File: src/gcrb_pkg.sv
`timescale 1ns / 1ps
// ----------------------------------------------------------------------------
// gcrb_pkg
// Shared types and constants for the gradient color ramp builder.
// ----------------------------------------------------------------------------
package gcrb_pkg;

	localparam int MAX_STOPS_DEF = 16;
	localparam int RAMP_SIZE_DEF = 256;
	localparam int ENTRIES_PER_RESULT = 4;
	localparam int LOC_W = 17;
	localparam logic [LOC_W-1:0] LOC_ONE = 17'h10000;

	typedef struct packed {
		logic        stop_valid;
		logic [16:0] stop_location;
		logic [7:0]  red;
		logic [7:0]  green;
		logic [7:0]  blue;
		logic [7:0]  alpha;
		logic        last_stop;
	} stop_item_t;

	typedef struct packed {
		logic [31:0] color_a;
		logic [31:0] color_b;
		logic [31:0] color_c;
		logic [31:0] color_d;
		logic [7:0]  first_index;
		logic [2:0]  entries_valid;
		logic        last_result;
		logic        stops_dropped;
	} ramp_beat_t;

endpackage

File: src/gradient_color_ramp_builder_top.sv
`timescale 1ns / 1ps
// ----------------------------------------------------------------------------
// gradient_color_ramp_builder_top
// Collects sorted color stops and emits a linearly interpolated color ramp.
// ----------------------------------------------------------------------------
// Input channel (item_valid / item_stall / item): one stop per beat, kept
// sorted by location; a stop goes after stops of equal location. A beat with
// last_stop set ends the set and starts ramp output.
// Output channel (ramp_valid / ramp_stall / ramp): four ramp entries per beat,
// RGBA packed red high. No stops gives one zero entry, one stop gives one
// entry; otherwise RAMP_SIZE entries in RAMP_SIZE/4 beats.
// Insertion moves each larger stop up one place, with a read and then a
// compare and write per place. Each interpolated entry runs four channels through
// one shared multiply-accumulate and restoring divider (one quotient bit per
// cycle), and each segment advance reloads the next stop from the store.
// item_stall stays high while a stop is inserted or a ramp is built. The
// beat register lets the next stop beat in while the final ramp beat waits.
// A stall on the output halts the sequencer at the next beat boundary.
// Reset clears the stop count and drop flag; the stop store needs no clear.
// ----------------------------------------------------------------------------
module gradient_color_ramp_builder_top #(
	parameter int MAX_STOPS = gcrb_pkg::MAX_STOPS_DEF,
	parameter int RAMP_SIZE = gcrb_pkg::RAMP_SIZE_DEF
) (
	input  logic                clk,
	input  logic                arst_n,
	input  logic                item_valid,
	output logic                item_stall,
	input  gcrb_pkg::stop_item_t item,
	output logic                ramp_valid,
	input  logic                ramp_stall,
	output gcrb_pkg::ramp_beat_t ramp
);
	import gcrb_pkg::*;

	localparam int AW    = $clog2(MAX_STOPS);
	localparam int CW    = $clog2(MAX_STOPS + 1);
	localparam int IW    = $clog2(RAMP_SIZE);
	localparam int STEPS = RAMP_SIZE - 1;
	localparam int SW    = $clog2(65536 * STEPS + 1);
	localparam int NW    = SW + 8;

	localparam logic [3:0] ST_IDLE  = 4'd0;
	localparam logic [3:0] ST_ICHK  = 4'd1;
	localparam logic [3:0] ST_ICMP  = 4'd2;
	localparam logic [3:0] ST_RSTRT = 4'd3;
	localparam logic [3:0] ST_SGL   = 4'd4;
	localparam logic [3:0] ST_LD0   = 4'd5;
	localparam logic [3:0] ST_LD1   = 4'd6;
	localparam logic [3:0] ST_SAMP  = 4'd7;
	localparam logic [3:0] ST_ADV   = 4'd8;
	localparam logic [3:0] ST_MUL   = 4'd9;
	localparam logic [3:0] ST_DIV   = 4'd10;
	localparam logic [3:0] ST_STORE = 4'd11;
	localparam logic [3:0] ST_EMIT  = 4'd12;

	logic [3:0] state_q;
	logic [CW-1:0] count_q;
	logic ovf_q, last_q, single_q;
	logic [CW-1:0] ins_idx_q;
	logic [LOC_W-1:0] ins_loc_q;
	logic [31:0] ins_col_q;

	logic [LOC_W-1:0] pos_mem [MAX_STOPS];
	logic [31:0] col_mem [MAX_STOPS];
	logic [LOC_W-1:0] rd_pos_q;
	logic [31:0] rd_col_q;
	logic rd_en, wr_en;
	logic [AW-1:0] rd_addr, wr_addr;
	logic [LOC_W-1:0] wr_pos;
	logic [31:0] wr_col;

	logic [CW-1:0] seg_q;
	logic [SW-1:0] lo_q, hi_q, den_q, n_q;
	logic [31:0] cl_q, cr_q, first_col_q, ent_q;
	logic [IW-1:0] idx_q;
	logic [1:0] ch_q;
	logic [2:0] bit_q;
	logic [NW-1:0] rem_q, dsh_q;
	logic [7:0] quo_q;
	logic [31:0] buf_q [ENTRIES_PER_RESULT];

	logic out_valid_q;
	ramp_beat_t out_q;

	logic [SW-1:0] x, rd_scaled;
	logic [LOC_W-1:0] in_loc;
	logic [7:0] cl_ch, cr_ch;
	logic [NW-1:0] num;
	logic ge;
	logic [NW-1:0] rem_nxt;
	logic [7:0] quo_nxt;
	logic out_free;
	logic seg_more;
	logic idx_last;

	assign item_stall = (state_q != ST_IDLE);
	assign ramp_valid = out_valid_q;
	assign ramp = out_q;
	assign out_free = !out_valid_q || !ramp_stall;

	assign x = SW'({idx_q, 16'h0000});
	assign rd_scaled = SW'(rd_pos_q * STEPS);
	assign in_loc = (item.stop_location > LOC_ONE) ? LOC_ONE : item.stop_location;
	assign cl_ch = cl_q[8*ch_q +: 8];
	assign cr_ch = cr_q[8*ch_q +: 8];
	assign num = NW'(cl_ch) * NW'(den_q - n_q) + NW'(cr_ch) * NW'(n_q) + NW'(den_q >> 1);
	assign ge = (rem_q >= dsh_q);
	assign rem_nxt = ge ? rem_q - dsh_q : rem_q;
	assign quo_nxt = {quo_q[6:0], ge};
	assign seg_more = (32'(seg_q) + 2 < 32'(count_q));
	assign idx_last = (idx_q == IW'(RAMP_SIZE - 1));

	// stop store: one write, one registered read
	always_ff @(posedge clk) begin
		if (wr_en) begin
			pos_mem[wr_addr] <= wr_pos;
			col_mem[wr_addr] <= wr_col;
		end
		if (rd_en) begin
			rd_pos_q <= pos_mem[rd_addr];
			rd_col_q <= col_mem[rd_addr];
		end
	end

	always_comb begin
		rd_en = 1'b0;
		rd_addr = '0;
		wr_en = 1'b0;
		wr_addr = AW'(ins_idx_q);
		wr_pos = ins_loc_q;
		wr_col = ins_col_q;
		case (state_q)
			ST_ICHK: begin
				if (ins_idx_q == '0) begin
					wr_en = 1'b1;
				end else begin
					rd_en = 1'b1;
					rd_addr = AW'(ins_idx_q - 1'b1);
				end
			end
			ST_ICMP: begin
				wr_en = 1'b1;
				if (ins_loc_q < rd_pos_q) begin
					wr_pos = rd_pos_q;
					wr_col = rd_col_q;
				end
			end
			ST_RSTRT: begin
				rd_en = 1'b1;
			end
			ST_LD0: begin
				rd_en = 1'b1;
				rd_addr = AW'(1);
			end
			ST_SAMP: begin
				rd_en = 1'b1;
				rd_addr = AW'(seg_q + 2'd2);
			end
			default: begin
			end
		endcase
	end

	always_ff @(posedge clk or negedge arst_n) begin
		if (!arst_n) begin
			state_q <= ST_IDLE;
			count_q <= '0;
			ovf_q <= 1'b0;
			last_q <= 1'b0;
			single_q <= 1'b0;
			out_valid_q <= 1'b0;
		end else begin
			// in ST_EMIT the beat register is reloaded below instead
			if (out_valid_q && !ramp_stall && state_q != ST_EMIT) begin
				out_valid_q <= 1'b0;
			end
			case (state_q)
				ST_IDLE: begin
					if (item_valid) begin
						last_q <= item.last_stop;
						ins_loc_q <= in_loc;
						ins_col_q <= {item.red, item.green, item.blue, item.alpha};
						ins_idx_q <= count_q;
						if (item.stop_valid && count_q < CW'(MAX_STOPS)) begin
							state_q <= ST_ICHK;
						end else begin
							if (item.stop_valid) begin
								ovf_q <= 1'b1;
							end
							if (item.last_stop) begin
								state_q <= ST_RSTRT;
							end
						end
					end
				end
				ST_ICHK: begin
					if (ins_idx_q == '0) begin
						count_q <= count_q + 1'b1;
						state_q <= last_q ? ST_RSTRT : ST_IDLE;
					end else begin
						state_q <= ST_ICMP;
					end
				end
				ST_ICMP: begin
					if (ins_loc_q < rd_pos_q) begin
						ins_idx_q <= ins_idx_q - 1'b1;
						state_q <= ST_ICHK;
					end else begin
						count_q <= count_q + 1'b1;
						state_q <= last_q ? ST_RSTRT : ST_IDLE;
					end
				end
				ST_RSTRT: begin
					idx_q <= '0;
					single_q <= (count_q < CW'(2));
					for (int k = 0; k < ENTRIES_PER_RESULT; k++) begin
						buf_q[k] <= '0;
					end
					if (count_q == '0) begin
						state_q <= ST_EMIT;
					end else if (count_q == CW'(1)) begin
						state_q <= ST_SGL;
					end else begin
						state_q <= ST_LD0;
					end
				end
				ST_SGL: begin
					buf_q[0] <= rd_col_q;
					state_q <= ST_EMIT;
				end
				ST_LD0: begin
					lo_q <= rd_scaled;
					cl_q <= rd_col_q;
					first_col_q <= rd_col_q;
					state_q <= ST_LD1;
				end
				ST_LD1: begin
					hi_q <= rd_scaled;
					cr_q <= rd_col_q;
					seg_q <= '0;
					state_q <= ST_SAMP;
				end
				ST_SAMP: begin
					if (x < lo_q) begin
						ent_q <= first_col_q;
						state_q <= ST_STORE;
					end else if (seg_more && x > hi_q) begin
						seg_q <= seg_q + 1'b1;
						lo_q <= hi_q;
						cl_q <= cr_q;
						state_q <= ST_ADV;
					end else if (x > hi_q) begin
						ent_q <= cr_q;
						state_q <= ST_STORE;
					end else if (hi_q == lo_q) begin
						ent_q <= cl_q;
						state_q <= ST_STORE;
					end else begin
						n_q <= x - lo_q;
						den_q <= hi_q - lo_q;
						ch_q <= 2'd3;
						state_q <= ST_MUL;
					end
				end
				ST_ADV: begin
					hi_q <= rd_scaled;
					cr_q <= rd_col_q;
					state_q <= ST_SAMP;
				end
				ST_MUL: begin
					rem_q <= num;
					dsh_q <= NW'(den_q) << 7;
					bit_q <= 3'd7;
					quo_q <= '0;
					state_q <= ST_DIV;
				end
				ST_DIV: begin
					rem_q <= rem_nxt;
					dsh_q <= dsh_q >> 1;
					quo_q <= quo_nxt;
					bit_q <= bit_q - 1'b1;
					if (bit_q == '0) begin
						ent_q[8*ch_q +: 8] <= quo_nxt;
						if (ch_q == '0) begin
							state_q <= ST_STORE;
						end else begin
							ch_q <= ch_q - 1'b1;
							state_q <= ST_MUL;
						end
					end
				end
				ST_STORE: begin
					buf_q[idx_q[1:0]] <= ent_q;
					if (idx_q[1:0] == 2'd3 || idx_last) begin
						state_q <= ST_EMIT;
					end else begin
						idx_q <= idx_q + 1'b1;
						state_q <= ST_SAMP;
					end
				end
				ST_EMIT: begin
					if (out_free) begin
						out_valid_q <= 1'b1;
						out_q.color_a <= buf_q[0];
						out_q.color_b <= buf_q[1];
						out_q.color_c <= buf_q[2];
						out_q.color_d <= buf_q[3];
						out_q.first_index <= 8'({idx_q[IW-1:2], 2'b00});
						out_q.entries_valid <= 3'(idx_q[1:0]) + 3'd1;
						out_q.last_result <= single_q || idx_last;
						out_q.stops_dropped <= ovf_q;
						for (int k = 0; k < ENTRIES_PER_RESULT; k++) begin
							buf_q[k] <= '0;
						end
						if (single_q || idx_last) begin
							count_q <= '0;
							ovf_q <= 1'b0;
							state_q <= ST_IDLE;
						end else begin
							idx_q <= idx_q + 1'b1;
							state_q <= ST_SAMP;
						end
					end
				end
				default: begin
					state_q <= ST_IDLE;
				end
			endcase
		end
	end

endmodule

File: config.mk
export PLATFORM = sky130hd
export DESIGN_NAME = gradient_color_ramp_builder_top
export DESIGN_NICKNAME = d
export VERILOG_FILES = /design/src/gcrb_pkg.sv /design/src/gradient_color_ramp_builder_top.sv
export SDC_FILE = /design/constraint.sdc
export NUM_CORES = 2
export LEC_CHECK = 0
export ABC_AREA = 1
export BUFFER_PORTS_ARGS = -buffer_cell sky130_fd_sc_hd__buf_2
export CAP_MARGIN = 20
export CELL_PAD_IN_SITES_DETAIL_PLACEMENT = 0
export CELL_PAD_IN_SITES_GLOBAL_PLACEMENT = 1
export CORE_MARGIN = 3
export CORE_UTILIZATION = 51
export CTS_CLUSTER_DIAMETER = 50
export DETAILED_ROUTE_END_ITERATION = 16
export GPL_TIMING_DRIVEN = 0
export PLACE_DENSITY_LB_ADDON = 0.1
export REMOVE_ABC_BUFFERS = 1
export SYNTH_ARGS = -nofsm -noshare
export SYNTH_HDL_FRONTEND = slang
export SYNTH_SLANG_ARGS = --single-unit
export TNS_END_PERCENT = 1
File: constraint.sdc
create_clock -name clk -period 10.5 [get_ports clk]
set_input_delay 2.1 -clock clk [delete_from_list [all_inputs] [get_ports clk]]
set_output_delay 2.1 -clock clk [all_outputs]
set_load 0.02 [all_outputs]
==> results.toml <==
[clocking]
numCtsBuffers = 163
insertion_delay_ps = 800
cts_tree = "yes"
cts_setup_buffers = 0
cts_buffer_depth = 3
cts-root-buf = "clkbuf_16"
cts.hold.buffers_added = 0
clkSlewWorstSetupHoldPaths_ps = 60
cts_htree_levels = 4
cts.repair.resized = 0
cts.sinks = 1479

[cells_and_area]
final_nets = 8296
drive_gt1_share_pct = 11.5
final_cells = 9725
stdcell_area_mm2 = 0.0912
syn2layout_area_growth_pct = 13.2

[timing]
skew_ps = 64.9
finalHoldViolCount = 0
finalSetupViolCount = 0
period_share_pct = 93.0
fmax_mhz = 102
worst_hold_slack_ps = 402
maxSlewViolCount = 0
slew_headroom_pct = 23.3
tns_ps = 0
min_period_ps = 9760
tightest_slew_ps = 1140
rsz0062_at_grt = "false"

[detailed_routing]
dr.pass1.iters = 5
wl_met2_um = 115000
routed_wl_um = 234000
avgViaCountPerCell = 5.61
dr_wl_met3_um = 13200
drtAntennaViolNets = 0
wl_per_cell_um = 24.1
routed.top_layer = "met4"
drt_iter0_drc = 4461
drc = 0
drt-met1-wl_um = 98400
vias = 54600

[global_route]
antenna_found_initial = 6
track_usage_pct = 29.0
grt_pass1_wl_um = 349000
first_global_vias = 54700
grt_max_degree = 159
overflow = 0

[logic_synthesis]
synth_edf_count = 1466
ys_seq_area_share_pct = 55.1
avgSynthCellArea_um2 = 11.1
synth-async-reset-ratio_pct = 0.879
synth_area_mm2 = 0.0805
synth_top_area_cell = "edfxtp_1"
synth.area.top_cells = "edfxtp_1 55%, fa_1 11%, inv_1 4.9%, nand2_1 4.3%, ha_1 4.2%"
ys_warn_count = 0
ys_seq_elements = 1479
synthDominantCellAreaShare_pct = 54.7
ys_types = 53
synthesis.instances = 7282
ys.flop_type = "edfxtp_1"

[setup_path]
slowest_delay_ps = 1080
worstPathCellList = "inv_1 -> a32oi_2 -> clkinv_1 -> nor2_1 -> fa_1 -> inv_1 -> fa_1 -> fa_1 -> fa_1 -> inv_1 -> fa_1 -> inv_1 -> fa_1 -> inv_1 -> ha_1 -> a21oi_1 -> o21ai_0 -> a21oi_1 -> o21ai_0 -> a21oi_1 -> nand3_1 -> nand3_1 -> nand2_1"
worstPathRequired_ps = 11030
startpoint_type = "flip-flop"
critPathMaxFanout = 22
path_class = "reg -> reg"
critPathTopFamily = "adder cells"
crit_path_frequent_cell = "fa_1"
critPathArrivalTime_ps = 10300
path_buf_inv = 6
cpMaxStageDelayCell = "clkinv_1"
end_kind = "flip-flop"

[placed_design]
post_dp_cell_area_mm2 = 0.0859
io_buffers = 195
dpl.hpwl_um = 170000
gp_congestion = 0.946
dp_cells = 9420

[outcome]
status = "finished clean"

[floorplan]
die-width_um = 403
ioPinCount = 198
core_area_mm2 = 0.157
dieArea_mm2 = 0.163
start_util_pct = 51.4
dieHeight_um = 403
rows = 145

[hold_path]
hp-class = "reg -> reg"

[flow_run]
maxCapViolCount = 0
==> synthesized netlist by cell type, drive strengths merged (15+ instances only) <==
| cell | n |
|---|---|
| fa | 440 |
| or2 | 224 |
| nor2 | 818 |
| inv | 1060 |
| o22ai | 39 |
| ha | 272 |
| nor3 | 35 |
| nand3b | 16 |
| o211ai | 424 |
| xor2 | 69 |
| xnor2 | 34 |
| clkbuf | 173 |
| nand2 | 928 |
| nand3 | 276 |
| a21oi | 214 |
| edfxtp | 1466 |
| o21bai | 15 |
| buf | 100 |
| nand4 | 58 |
| o21ai | 517 |
==> routing by layer <==
layer  vias up  global-route usage, %
met2      1649                   48.7
met4         0                   9.29
met5         -                      0
li1      25300                      -
met1     27300                   39.3
met3       367                   3.78
==> per-stage QoR <==
step | util (%) | worst slack, ps
final | 58.2 | 736
after global routing | 58.2 | 398
after CTS | 58.2 | 781
after detailed placement | 54.9 | 814
after global placement | 53.0 | -6350
after floorplan | - | 427
==> cells by family after synthesis <==
group	count (synthesis)	synth area share, %
AO/OA/AOI/OAI	1272	9.58
adder cells (fa/ha/maj)	712	15.2
buffers and inverters	1340	6.44
other	1	0.00466
flip-flops	1479	55.1
XOR/XNOR	103	1.12
AND/OR/NAND/NOR	2375	12.6
==> cell type report <==
| class | count | area, um^2 |
|---|---|---|
| tap | 2058 | 2570 |
| timing repair buffer | 354 | 3700 |
| sequential | 1479 | 44300 |
| fill | 13000 | 65400 |
| multi-input combinational | 4464 | 31300 |
| clock buffer | 192 | 4190 |
| clock inverter | 107 | 1070 |
| antenna | 4 | 10.0 |
| inverter | 1067 | 4030 |
==> final timing paths <==
path / startpoint / endpoint / slack (ps) / cells after the start
min reg2reg: buf_q[0][31] / ramp[140] / 400 / 0
max: ch_q[1] / rem_q[31] / 740 / 23
max in group asynchronous: arst_n / single_q / 8770 / 1
min in group asynchronous: arst_n / ramp_valid / 1320 / 1
min: buf_q[0][31] / ramp[140] / 400 / 0
max reg2reg: ch_q[1] / rem_q[31] / 740 / 23
==> layout by cell type, fill, tap and decap left out, drive strengths merged, types with 224 or more instances in the layout <==
| master | Yosys | layout |
|---|---|---|
| nor2 | 818 | 818 |
| or2 | 224 | 224 |
| buf | 100 | 354 |
| o211ai | 424 | 424 |
| nand2 | 928 | 928 |
| o21ai | 517 | 517 |
| edfxtp | 1466 | 1466 |
| fa | 440 | 440 |
| inv | 1060 | 1074 |
| nand3 | 276 | 276 |
| ha | 272 | 272 |
==> flip-flops by register name, summed over array words and instances, names as in the netlist, 31 cells and up <==
signal       count
cr_q            32
rd_col_q        32
cl_q            32
buf_q          128
ent_q           32
col_mem        512
ramp           139
first_col_q     32
rem_q           32
ins_col_q       32
dsh_q           31
pos_mem        272
Power is left out: the tool's default activity adds up to more than one toggle a clock period on the data nets, which glitch-free logic cannot reach.
